[src/rtl/two_axis_stepper_packet_controller_top_defines.svh]
// ----------------------------------------------------------------------------
// Two-axis stepper packet controller assertion macros
// Immediate-implication and next-cycle checks clocked on clk, disabled in rst.
// ----------------------------------------------------------------------------
`ifndef TWO_AXIS_STEPPER_PACKET_CONTROLLER_TOP_DEFINES_SVH
`define TWO_AXIS_STEPPER_PACKET_CONTROLLER_TOP_DEFINES_SVH

`ifndef SYNTHESIS
`define TASP_ASSERT_IMP(lbl, ante, cons) \
  lbl: assert property (@(posedge clk) disable iff (rst) (ante) |-> (cons)) \
    else $error("tasp check failed");
`define TASP_ASSERT_NXT(lbl, ante, cons) \
  lbl: assert property (@(posedge clk) disable iff (rst) (ante) |=> (cons)) \
    else $error("tasp check failed");
`else
`define TASP_ASSERT_IMP(lbl, ante, cons)
`define TASP_ASSERT_NXT(lbl, ante, cons)
`endif

`endif

[src/rtl/tasp_pkg.sv]
// ----------------------------------------------------------------------------
// Two-axis stepper packet controller package
// Packet framing constants, command codes and shared structs.
// ----------------------------------------------------------------------------
package tasp_pkg;

  localparam int POSITION_WIDTH_DEF = 16;

  localparam logic [7:0]  START_MARK   = 8'd255;
  localparam logic [7:0]  FORCED_BYTE  = 8'd255;
  localparam logic [15:0] RESET_PERIOD = 16'd4713;
  localparam int          PACKET_LEN   = 12;
  localparam int          STORE_LEN    = 10;

  localparam logic OP_BYTE = 1'b0;
  localparam logic OP_TICK = 1'b1;

  localparam logic [7:0] CMD_ZERO_ALL   = 8'd0;
  localparam logic [7:0] CMD_LOAD_GOAL  = 8'd1;
  localparam logic [7:0] CMD_CLEAR_GOAL = 8'd2;

  typedef struct packed {
    logic        apply;
    logic [7:0]  cmd;
    logic [15:0] x_goal;
    logic [15:0] y_goal;
    logic [15:0] x_period;
    logic [15:0] y_period;
  } pkt_apply_t;

  typedef struct packed {
    logic        tick;
    logic        motion_en;
    logic        load;
    logic        zero_pos;
    logic        set_goal;
    logic        clr_goal;
    logic [15:0] goal;
    logic [15:0] period;
  } axis_cmd_t;

  typedef struct packed {
    logic        step;
    logic        dir;
    logic [15:0] pos;
  } axis_view_t;

endpackage

[src/rtl/two_axis_stepper_packet_controller_top.sv]
// ----------------------------------------------------------------------------
// Two-axis stepper packet controller
// Each word passes the input register, then the state update into the result register.
// Throughput one word per cycle while out_ready is not held low, set by the single-pass update of both axes.
// Sync reset: framer waits for start, axes home at period 4713, motion off.
// ----------------------------------------------------------------------------
`include "two_axis_stepper_packet_controller_top_defines.svh"

module two_axis_stepper_packet_controller_top import tasp_pkg::*; #(
  parameter int POSITION_WIDTH = POSITION_WIDTH_DEF
) (
  input  logic        clk,
  input  logic        rst,
  input  logic        in_valid,
  output logic        in_ready,
  input  logic        operation,
  input  logic [7:0]  rx_byte,
  output logic        out_valid,
  input  logic        out_ready,
  output logic        x_step,
  output logic        x_dir,
  output logic        y_step,
  output logic        y_dir,
  output logic [15:0] x_position,
  output logic [15:0] y_position,
  output logic        packet_done
);

  logic       s1_valid;
  logic       s1_op;
  logic [7:0] s1_byte;
  logic       advance;
  logic       motion_en;
  pkt_apply_t pkt;
  axis_cmd_t  x_cmd;
  axis_cmd_t  y_cmd;
  axis_view_t x_view;
  axis_view_t y_view;
  logic       x_step_level;
  logic       y_step_level;

  assign advance  = s1_valid && (!out_valid || out_ready);
  assign in_ready = !s1_valid || advance;

  always_ff @(posedge clk) begin
    if (rst) begin
      s1_valid <= 1'b0;
    end else if (in_ready) begin
      s1_valid <= in_valid;
    end
  end

  always_ff @(posedge clk) begin
    if (in_valid && in_ready) begin
      s1_op   <= operation;
      s1_byte <= rx_byte;
    end
  end

  tasp_packet_rx u_packet_rx (
    .clk     (clk),
    .rst     (rst),
    .wr      (advance && s1_op == OP_BYTE),
    .rx_data (s1_byte),
    .pkt     (pkt)
  );

  always_comb begin
    x_cmd.tick      = advance && s1_op == OP_TICK;
    x_cmd.motion_en = motion_en;
    x_cmd.load      = pkt.apply;
    x_cmd.zero_pos  = (pkt.cmd == CMD_ZERO_ALL);
    x_cmd.set_goal  = (pkt.cmd == CMD_LOAD_GOAL);
    x_cmd.clr_goal  = (pkt.cmd == CMD_CLEAR_GOAL);
    x_cmd.goal      = pkt.x_goal;
    x_cmd.period    = pkt.x_period;
    y_cmd           = x_cmd;
    y_cmd.goal      = pkt.y_goal;
    y_cmd.period    = pkt.y_period;
  end

  tasp_axis #(.POSITION_WIDTH(POSITION_WIDTH)) u_axis_x (
    .clk        (clk),
    .rst        (rst),
    .cmd        (x_cmd),
    .view_next  (x_view),
    .step_level (x_step_level)
  );

  tasp_axis #(.POSITION_WIDTH(POSITION_WIDTH)) u_axis_y (
    .clk        (clk),
    .rst        (rst),
    .cmd        (y_cmd),
    .view_next  (y_view),
    .step_level (y_step_level)
  );

  always_ff @(posedge clk) begin
    if (rst) begin
      motion_en <= 1'b0;
    end else if (pkt.apply) begin
      motion_en <= 1'b1;
    end
  end

  // result word
  always_ff @(posedge clk) begin
    if (rst) begin
      out_valid <= 1'b0;
    end else if (!out_valid || out_ready) begin
      out_valid <= s1_valid;
    end
  end

  always_ff @(posedge clk) begin
    if (advance) begin
      x_step      <= x_view.step;
      x_dir       <= x_view.dir;
      y_step      <= y_view.step;
      y_dir       <= y_view.dir;
      x_position  <= x_view.pos;
      y_position  <= y_view.pos;
      packet_done <= pkt.apply;
    end
  end

  `TASP_ASSERT_NXT(a_advance_fills, advance, out_valid)
  `TASP_ASSERT_IMP(a_no_overwrite, out_valid && !out_ready, !advance)
  `TASP_ASSERT_NXT(a_tick_no_done, advance && s1_op == OP_TICK, !packet_done)
  `TASP_ASSERT_IMP(a_idle_no_step, !motion_en, !x_step_level && !y_step_level)

endmodule

[src/rtl/tasp_packet_rx.sv]
// ----------------------------------------------------------------------------
// Packet receiver
// Frames the 12-byte packet, holds its body and decodes the words on the
// escape byte.
// ----------------------------------------------------------------------------
module tasp_packet_rx import tasp_pkg::*; (
  input  logic       clk,
  input  logic       rst,
  input  logic       wr,
  input  logic [7:0] rx_data,
  output pkt_apply_t pkt
);

  localparam logic [3:0] LAST_INDEX = 4'(PACKET_LEN - 1);

  logic [3:0] byte_index;
  logic [3:0] byte_index_next;
  logic [7:0] store [STORE_LEN];
  logic [7:0] data_byte [8];
  logic       is_last;

  assign is_last = (byte_index >= LAST_INDEX);

  always_comb begin
    byte_index_next = byte_index;
    if (wr) begin
      if (byte_index == 4'd0) begin
        if (rx_data == START_MARK) byte_index_next = 4'd1;
      end else if (is_last) begin
        byte_index_next = 4'd0;
      end else begin
        byte_index_next = byte_index + 4'd1;
      end
    end
  end

  always_ff @(posedge clk) begin
    if (rst) begin
      byte_index <= 4'd0;
    end else begin
      byte_index <= byte_index_next;
    end
  end

  always_ff @(posedge clk) begin
    for (int k = 0; k < STORE_LEN; k++) begin
      if (wr && !is_last && byte_index == 4'(k + 1)) store[k] <= rx_data;
    end
  end

  // escape bit 7-k forces data byte k
  always_comb begin
    for (int k = 0; k < 8; k++) begin
      data_byte[k] = rx_data[7 - k] ? FORCED_BYTE : store[2 + k];
    end
  end

  always_comb begin
    pkt.apply    = wr && is_last;
    pkt.cmd      = store[0];
    pkt.x_goal   = {data_byte[0], data_byte[1]};
    pkt.y_goal   = {data_byte[2], data_byte[3]};
    pkt.x_period = {data_byte[4], data_byte[5]};
    pkt.y_period = {data_byte[6], data_byte[7]};
  end

endmodule

[src/rtl/tasp_axis.sv]
// ----------------------------------------------------------------------------
// Axis step generator
// Position, target, period counter and step/dir line levels for one axis.
// ----------------------------------------------------------------------------
module tasp_axis import tasp_pkg::*; #(
  parameter int POSITION_WIDTH = POSITION_WIDTH_DEF
) (
  input  logic       clk,
  input  logic       rst,
  input  axis_cmd_t  cmd,
  output axis_view_t view_next,
  output logic       step_level
);

  logic [POSITION_WIDTH-1:0] pos;
  logic [POSITION_WIDTH-1:0] pos_next;
  logic [POSITION_WIDTH-1:0] goal;
  logic [POSITION_WIDTH-1:0] goal_next;
  logic [15:0]               period;
  logic [15:0]               period_next;
  logic [15:0]               count;
  logic [15:0]               count_next;
  logic                      step;
  logic                      step_next;
  logic                      dir;
  logic                      dir_next;

  always_comb begin
    pos_next    = pos;
    goal_next   = goal;
    period_next = period;
    count_next  = count;
    step_next   = step;
    dir_next    = dir;
    if (cmd.tick && period != 16'd0) begin
      if (cmd.motion_en) begin
        // drop first, so a step on the same tick wins
        if (count == (period >> 1)) step_next = 1'b0;
        if (count == 16'd0) begin
          if (pos < goal) begin
            dir_next  = 1'b1;
            step_next = 1'b1;
            pos_next  = pos + POSITION_WIDTH'(1);
          end else if (pos > goal) begin
            dir_next  = 1'b0;
            step_next = 1'b1;
            pos_next  = pos - POSITION_WIDTH'(1);
          end
        end
      end
      if (count >= period) count_next = 16'd0;
      else                 count_next = count + 16'd1;
    end
    if (cmd.load) begin
      if (cmd.zero_pos) begin
        pos_next  = '0;
        goal_next = '0;
      end else if (cmd.set_goal) begin
        goal_next = POSITION_WIDTH'(cmd.goal);
      end else if (cmd.clr_goal) begin
        goal_next = '0;
      end
      period_next = cmd.period;
    end
  end

  always_ff @(posedge clk) begin
    if (rst) begin
      pos    <= '0;
      goal   <= '0;
      period <= RESET_PERIOD;
      count  <= 16'd0;
      step   <= 1'b0;
      dir    <= 1'b1;
    end else begin
      pos    <= pos_next;
      goal   <= goal_next;
      period <= period_next;
      count  <= count_next;
      step   <= step_next;
      dir    <= dir_next;
    end
  end

  assign view_next.step = step_next;
  assign view_next.dir  = dir_next;
  assign view_next.pos  = 16'(pos_next);
  assign step_level     = step;

endmodule
[config.mk]
export PLATFORM = sky130hd
export DESIGN_NAME = two_axis_stepper_packet_controller_top
export DESIGN_NICKNAME = d
export VERILOG_FILES = /design/src/rtl/tasp_pkg.sv /design/src/rtl/two_axis_stepper_packet_controller_top.sv /design/src/rtl/tasp_packet_rx.sv /design/src/rtl/tasp_axis.sv
export VERILOG_INCLUDE_DIRS = /design/src /design/src/rtl
export SDC_FILE = /design/constraint.sdc
export NUM_CORES = 1
export LEC_CHECK = 0
export ABC_AREA = 1
export BUFFER_PORTS_ARGS = -buffer_cell sky130_fd_sc_hd__clkbuf_2
export CORE_UTILIZATION = 50
export CTS_BUF_LIST = sky130_fd_sc_hd__clkbuf_4 sky130_fd_sc_hd__clkbuf_8 sky130_fd_sc_hd__clkbuf_16
export DETAILED_ROUTE_END_ITERATION = 12
export PLACE_DENSITY = 0.67
export SLEW_MARGIN = 0
export SYNTH_ARGS = -nofsm -noshare
export SYNTH_HDL_FRONTEND = slang
export SYNTH_SLANG_ARGS = --single-unit
[constraint.sdc]
create_clock -name clk -period 4.2 [get_ports clk]
set_input_delay 0.21 -clock clk [delete_from_list [all_inputs] [get_ports clk]]
set_output_delay 0.21 -clock clk [all_outputs]
set_load 0.02 [all_outputs]
==> results of run 1 <==
[through the flow]
step           cell area (sq um)  hold slack (ns)  worst slack, ns
2_1_floorplan              12900            0.309             2.14
6_report                   14600            0.248             1.32
5_1_grt                    14600            0.281             1.06
3_3_place_gp               13500            0.387             1.46
4_1_cts                    14600            0.220             1.35
3_5_place_dp               13500            0.389             1.38
[tightest hold or removal path: stages]
cell and delay (ns):
clkbuf_2 0.09, inv_1 0.26, o211ai_1 0.19
[per-layer routing]
| metal | track usage, % | vias up |
|---|---|---|
| met3 | 2.50 | 54 |
| met1 | 30.7 | 4786 |
| met2 | 37.7 | 219 |
| met4 | 6.67 | 0 |
| met5 | 0 | - |
| li1 | - | 5360 |
[power groups by stage]
stage	logic, mW	clock network (mW)	registers [mW]
floorplan	0.0556	0	2.72
global placement	0.107	0	2.72
detailed placement	0.108	0	2.72
CTS	0.117	2.74	2.67
global route	0.129	2.83	2.67
finish	0.116	2.70	2.67
[kinds of logic after synthesis]
logic type | count (synthesis) | synth area share, %
flip-flops | 257 | 48.9
XOR/XNOR | 26 | 1.76
AO/OA/AOI/OAI | 246 | 10.7
AND/OR/NAND/NOR | 704 | 23.7
adder cells (fa/ha/maj) | 76 | 7.34
buffers and inverters | 252 | 7.63
[path summary, 6_finish.rpt]
kind	from	endpoint	slack, ns	cells past startpoint
worst max register to register	u_packet_rx.byte_index[0]$_SDFFE_PP0P_	y_position[12]$_DFFE_PP_	1.32	9
worst min-delay path	rst	u_axis_x.period[6]$_SDFFE_PP1P_	0.25	3
worst max-delay path	u_packet_rx.byte_index[0]$_SDFFE_PP0P_	y_position[12]$_DFFE_PP_	1.32	9
worst min register to register	u_axis_y.dir$_SDFF_PP1_	u_axis_y.dir$_SDFF_PP1_	0.46	2
[state kept, by name, summed over array words and instances, names as in the netlist, 4 cells and up]
register / count
y_position: 16
u_axis_y.goal: 16
u_axis_y.count: 16
u_axis_y.pos: 16
u_axis_x.count: 16
u_packet_rx.byte_index: 4
s1_byte: 8
u_axis_x.pos: 16
u_axis_y.period: 16
u_axis_x.goal: 16
x_position: 16
u_axis_x.period: 16
u_packet_rx.store: 72
[layout make-up]
| class | count | area share [%] |
|---|---|---|
| clock buffers | 30 | 4.89 |
| clock inverters | 22 | 2.11 |
| inverters | 211 | 5.42 |
| multi-input cells | 1052 | 38.5 |
| flip-flops and latches | 257 | 43.2 |
| well taps | 330 | 2.82 |
| repair buffers | 71 | 2.96 |
[cell usage after synthesis (3+ instances only)]
| cell | instances |
|---|---|
| o21ai_0 | 79 |
| o21ai_1 | 32 |
| nand3b_1 | 7 |
| a21oi_2 | 3 |
| inv_1 | 203 |
| nand2_2 | 7 |
| inv_2 | 7 |
| xor2_1 | 20 |
| nor3_1 | 73 |
| nand2_1 | 302 |
| nor4_1 | 7 |
| nor2_1 | 167 |
| clkbuf_1 | 25 |
| a211oi_1 | 21 |
| buf_1 | 5 |
| buf_6 | 4 |
| o22ai_1 | 4 |
| nand3_1 | 97 |
| xnor2_1 | 6 |
| buf_2 | 6 |
| edfxtp_1 | 118 |
| nand4_1 | 30 |
| dfxtp_1 | 139 |
| nor2_4 | 4 |
| o211ai_1 | 16 |
| a21oi_1 | 84 |
| ha_1 | 76 |
[layout by cell type (no fill, tap or decap), types with 3 or more instances in the layout]
cell and count:
a21oi_1 84, nand2_1 302, nand2_2 7, nand3_1 97, a211oi_1 21, o21ai_1 32
inv_2 7, o22ai_1 4, bufinv_16 7, buf_4 9, ha_1 76, inv_1 202
o211ai_1 16, dlygate4sd3_1 11, xor2_1 20, clkbuf_16 28, dfxtp_1 139, clkinv_1 5
clkinvlp_4 4, o21ai_0 79, xnor2_1 6, edfxtp_1 118, nand3b_1 7, nand4_1 30
clkbuf_2 51, a21oi_2 3, clkinv_2 5, nor4_1 7, nor3_1 72, nor2_1 167
nor2_4 4
==> results by group, run 1 <==
Clocking
  – TritonCTS clock tree: built
  – H-Tree Level Count: 1
  – Clock Path Buffers: 3
  – CTS clk-pin slew, worst paths: roughly 0.060 ns
  – Post-CTS Setup Bufs: 0
  – CTS Buf Count: 28
  – Post-CTS Resized: 0
  – Hold_buf cts: 11
  – Clk sinks: between 200 and 300
  – Clk_lat worst skew: 0.55 ns
  – Root Buffer: clkbuf_16

Routing
  – Residual DRC: 0
  – DRT antenna net count: 0
  – Final WL: about 29000 um
  – Vias: around 10000
  – Top Metal Used: met4
  – DR pass1 iterations: 5
  – DR vias/cell: approximately 5.3
  – WL met3: between 1000 and 1500 um
  – Detailed Route Iter0 Violations: approximately 660
  – WL met2: approximately 13000 um
  – Met1 WL: around 14000 um
  – Wire per inst: 14.7 um

Yosys
  – Async S/R FF share, synth: 0%
  – EDFF count, synth: ~120
  – Syn avg cell area: a little over 8 sq um
  – Synth Instances: between 1500 and 2000
  – Most area-consuming cells after synthesis: edfxtp_1 (27%), dfxtp_1 (21%), nand2_1 (8.8%), ha_1 (7.3%), inv_1 (5.9%)
  – Syn nets: 1650
  – Register area share after synthesis: between 40% and 50%
  – Synth top area share: 27.4%
  – Seq cells post-synth: 257
  – Synth warnings: 0
  – Unique masters post-synth: between 40 and 50
  – Post-synth top flop: dfxtp_1
  – Synth area leader: edfxtp_1
  – Post-synthesis instance area: approximately 13000 sq um

Cells and area
  – FILL cells: roughly 2300
  – N_diodes: 0
  – Area Growth Syn to Fin: 13.0%
  – Util after Layout: between 50% and 60%
  – Multi-input logic area: about 5600 sq um
  – Nets: 1710
  – Sequential Area: approximately 6300 sq um
  – Layout cell share with drive strength beyond 1: under 10%
  – Non-Filler Instances: 1973

Floorplanning
  – Die height: 163 um
  – Initial Utilization: slightly above 50%
  – Rows: between 50 and 60
  – Die Wd: 163 um
  – I/O pins: 52
  – Core area: ~25000 sq um
  – Die area: between 20000 and 30000 sq um

GRT
  – Overall Global Routing Usage: between 20 and 25%
  – Vias in the first global route: between 9000 and 10000
  – Initial antenna violation count: 0
  – Gr ovfl total: 0
  – Pin count of the biggest net entering global routing: 65
  – First-pass GRT wire length: between 40000 and 50000 um

Power and ir drop
  – Sw Pwr: about 1.1 mW
  – LEAKAGE: slightly above 6 nW
  – Clk network pwr share: about half
  – Sw frac: between 20% and 30%
  – Flop pwr share: between 40% and 50%
  – Logic pwr share: under 10%
  – Maximum vdd drop: ~0.0003 V
  – Internal power: about 4.3 mW
  – Total Power: roughly 5.5 mW
  – Power Density: between 300 and 400 nW/um^2

STA
  – # setup viols final: 0
  – Slew @ Worst Pin: around 1.3 ns
  – Fin Setup TNS: 0 ns
  – Final Slew Violations: 0
  – Fmax: roughly 350 MHz
  – RSZ-0062 raised after global routing: false
  – Slew Limit Headroom: roughly 15%
  – Tcrit/Tclk final: 68.5%
  – Post-Route Skew: 0.0193 ns
  – Min Tclk post-route: between 2 and 3 ns
  – Final Hold Vio Count: 0

Worst setup path
  – Crit path capture type: register
  – Worst setup SP type: register
  – Buf+Inv Stages, Crit Path: 3
  – Delay-heaviest family, CP: buffers and inverters
  – Critical path type: reg2reg
  – Worst path arrival time: ~3.1 ns
  – Worst Path Max Fanout: 44
  – Worst-path cell chain: ha_1 > nor2_1 > nor2_2 > nand2_2 > inv_1 > nand2_1 > buf_4 > inv_1 > nor2_1
  – Slowest CP cell: inv_1
  – WP data required: around 4.5 ns
  – Critical path's largest stage delay: between 0.5 and 0.6 ns

Outcome
  – Status: finished, final reports clean

Placed design
  – Placed Cells: around 1900
  – DP HPWL: 19700 um
  – Routability cong.: 0.882
  – Port bufs: slightly above 50

Job
  – Maxcap violations: 0

Hold path
  – Worst Hold Class: in2reg
Power figures use the tool's default switching activity.
==> run 2: changes to the inputs <==
- ABC_AREA: 1 -> 0
- clock period: 4.2 -> 3 ns (I/O delays scaled with it)
==> results by group, run 2 <==
Routing
  – Final WL: 29600 um (+2.5%)
  – Detailed Route Iter0 Violations: 718 (+9.0%)
  – Vias: 9603 (-7.8%)
  – DRT antenna net count: 0 (unchanged)
  – Wire per inst: 17.5 um (+20%)
  – DR vias/cell: 5.68 (+7.6%)
  – DR pass1 iterations: 5 (unchanged)
  – Residual DRC: 0 (unchanged)

Floorplanning
  – Rows: 57 (-1.7%)
  – Die area: 25900 sq um (-2.6%)
  – Die Wd: 161 um (-1.3%)
  – Initial Utilization: 51.4% (+0.26 points)
  – Core area: 24500 sq um (-3.1%)
  – I/O pins: 52 (unchanged)
  – Die height: 161 um (-1.3%)

STA
  – Slew Limit Headroom: 26.2% (+11 points)
  – Final Slew Violations: 0 (unchanged)
  – Tcrit/Tclk final: 93.6% (+25 points)
  – Fmax: 356 MHz (+2.5%)
  – Slew @ Worst Pin: 1.10 ns (-0.161 ns)
  – # setup viols final: 0 (unchanged)
  – Fin Setup TNS: 0 ns (unchanged)
  – Min Tclk post-route: 2.81 ns (-0.0703 ns)
  – Post-Route Skew: 0.0122 ns (-0.00701 ns)
  – RSZ-0062 raised after global routing: false
  – Final Hold Vio Count: 0 (unchanged)

Yosys
  – Synth Instances: 1268 (-19%)
  – Synth top area share: 28.1% (+0.74 points)
  – Synth warnings: 0 (unchanged)
  – Most common cell in the netlist: dfxtp_1
  – Most area-consuming cells after synthesis: edfxtp_1 (28%), dfxtp_1 (22%), ha_1 (7.5%), nor2_1 (3.7%), xnor2_1 (2.8%)
  – Commonest cells post-synth: dfxtp_1 (139), nor2_1 (124), edfxtp_1 (118)
  – Post-synthesis instance area: 12600 sq um (-2.6%)
  – Post-synth top flop: dfxtp_1
  – EDFF count, synth: 118 (unchanged)
  – Syn avg cell area: 9.94 sq um (+20%)
  – Synth area leader: edfxtp_1
  – Syn nets: 1357 (-18%)
  – Seq cells post-synth: 257 (unchanged)
  – Register area share after synthesis: 50.2% (+1.3 points)
  – Async S/R FF share, synth: 0% (unchanged)
  – Unique masters post-synth: 65 (+55%)

Clocking
  – CTS clk-pin slew, worst paths: 0.06 ns (about the same)
  – Clock Path Buffers: 3 (unchanged)
  – Root Buffer: clkbuf_16
  – H-Tree Level Count: 1 (unchanged)
  – Clk_lat worst skew: 0.54 ns (about the same)
  – TritonCTS clock tree: built
  – Post-CTS Setup Bufs: 0 (unchanged)
  – CTS Buf Count: 27 (-3.6%)
  – Clk sinks: 257 (unchanged)

Cells and area
  – Max reg flops: 72 (unchanged)
  – Top reg by flops: u_packet_rx.store
  – Non-Filler Instances: 1690 (-14%)
  – Commonest non-fill, non-tap cell in the layout: dfxtp_1
  – N_diodes: 0 (unchanged)
  – Util after Layout: 58.7% (+0.99 points)
  – Area Growth Syn to Fin: 14.3%
  – Commonest non-fill, non-tap cells in the layout: dfxtp_1 (139), nor2_1 (123), edfxtp_1 (118)
  – Final instance area: 14400 sq um (-1.5%)
  – FILL cells: 2152 (-6.3%)
  – Nets: 1434 (-16%)
  – Layout cell share with drive strength beyond 1: 11.9% (+3.3 points)

Worst setup path
  – Buf+Inv Stages, Crit Path: 1 (-2)
  – Worst path arrival time: 3.15 ns (about the same)
  – Worst setup SP type: register
  – Worst-path cell chain: ha_1 > a21oi_1 > o21ai_0 > a221o_2 > nor4_1 > buf_4 > nand4_1 > and3b_1 > nor3_1
  – Critical path's largest stage delay: 0.47 ns (-0.08 ns)
  – R2r setup slk: 0.19 ns (-1.13 ns)
  – WP data required: 3.35 ns (-1.11 ns)
  – Delay-heaviest family, CP: simple AND/OR/NAND/NOR gates
  – Critical path type: reg2reg
  – Worst Path Max Fanout: 11 (-75%)
  – Slowest CP cell: a221o_2
  – Crit path capture type: register

Power and ir drop
  – LEAKAGE: 5.50 nW (-9.4%)
  – Maximum vdd drop: 0.000368 V (+22%)
  – Power Density: 500 nW/um^2 (+33%)

GRT
  – Overall Global Routing Usage: 23.3% (+0.77 points)
  – First-pass GRT wire length: 48500 um (about the same)
  – Vias in the first global route: 9304 (-6.4%)
  – Initial antenna violation count: 0 (unchanged)
  – Pin count of the biggest net entering global routing: 53 (-18%)
  – Gr ovfl total: 0 (unchanged)

Placed design
  – Port bufs: 51 (unchanged)
  – Routability cong.: 0.923 (+4.6%)
  – Placed instance area: 13400 sq um (-0.55%)
  – Placed Cells: 1629 (-15%)
  – DP HPWL: 20800 um (+5.5%)

Job
  – Maxcap violations: 0 (unchanged)

Hold path
  – Worst Hold Class: in2reg

Outcome
  – Status: finished, final reports clean
run 2: logic make-up (layout without fill, tap and decap cells):
logic type | Yosys count | in the layout | synth area share (%)
AO/OA/AOI/OAI | 225 | 225 | 11.9
XOR/XNOR | 78 | 78 | 5.42
adder cells (fa/ha/maj) | 76 | 76 | 7.54
buffers and inverters | 146 | 244 | 4.58
flip-flops | 257 | 257 | 50.2
multiplexers | 9 | 9 | 0.715
AND/OR/NAND/NOR | 477 | 477 | 19.7
run 2: worst min-delay path, stage by stage:
cell	delay (ns)
clkbuf_2	0.14
buf_4	0.25
a21oi_1	0.06
run 2: final timing paths:
kind / startpoint / to / cells after the start
min reg2reg: u_axis_x.goal[3]$_SDFFE_PP0P_ / u_axis_x.goal[3]$_SDFFE_PP0P_ / 2
min: rst / u_axis_x.goal[11]$_SDFFE_PP0P_ / 3
max reg2reg: u_axis_y.pos[5]$_SDFF_PP0_ / y_position[8]$_DFFE_PP_ / 9
max: u_axis_y.pos[5]$_SDFF_PP0_ / y_position[8]$_DFFE_PP_ / 9
run 2: layout make-up:
| cell class | count | area (sq um) | area share (%) |
|---|---|---|---|
| clock buffer | 31 | 706 | 4.90 |
| clock inverter | 19 | 166 | 1.15 |
| inverter | 85 | 319 | 2.21 |
| multi-input combinational | 865 | 5730 | 39.8 |
| sequential | 257 | 6330 | 43.9 |
| tap | 324 | 405 | 2.81 |
| timing repair buffer | 109 | 756 | 5.24 |
run 2: what timing repair did:
| action | 4_1_cts | 5_1_grt |
|---|---|---|
| hold buffers | 11 | 0 |
| gates resized for setup | 0 | 4 |
| setup endpoints to repair | 0 | 14 |
| hold endpoints to repair | 11 | 0 |
run 2: routing by layer:
layer / track usage (%) / vias up / wire, um / part of all wire, %
li1: - / 4768 / - / -
met1: 32.3 / 4562 / 14000 / 47
met2: 38.0 / 222 / 13700 / 46
met3: 3.05 / 51 / 1280 / 4.3
met4: 7.12 / 0 / 706 / 2.4
met5: 0 / - / 0 / 0
run 2: through the flow:
step / hold slack (ns) / worst slack (ns) / total power [mW]
final: 0.121 / 0.193 / 7.20
after global routing: 0.115 / 0.00961 / 7.41
after CTS: 0.0934 / 0.135 / 7.25
after detailed placement: 0.329 / 0.148 / 3.98
after global placement: 0.327 / 0.165 / 3.98
after floorplan: 0.249 / 0.247 / 3.89
run 2: report_power, final:
| group | switching (mW) | internal [mW] | total [mW] |
|---|---|---|---|
| logic | 0.125 | 0.0628 | 0.188 |
| clock network | 1.35 | 1.94 | 3.28 |
| registers | 0.0409 | 3.69 | 3.73 |
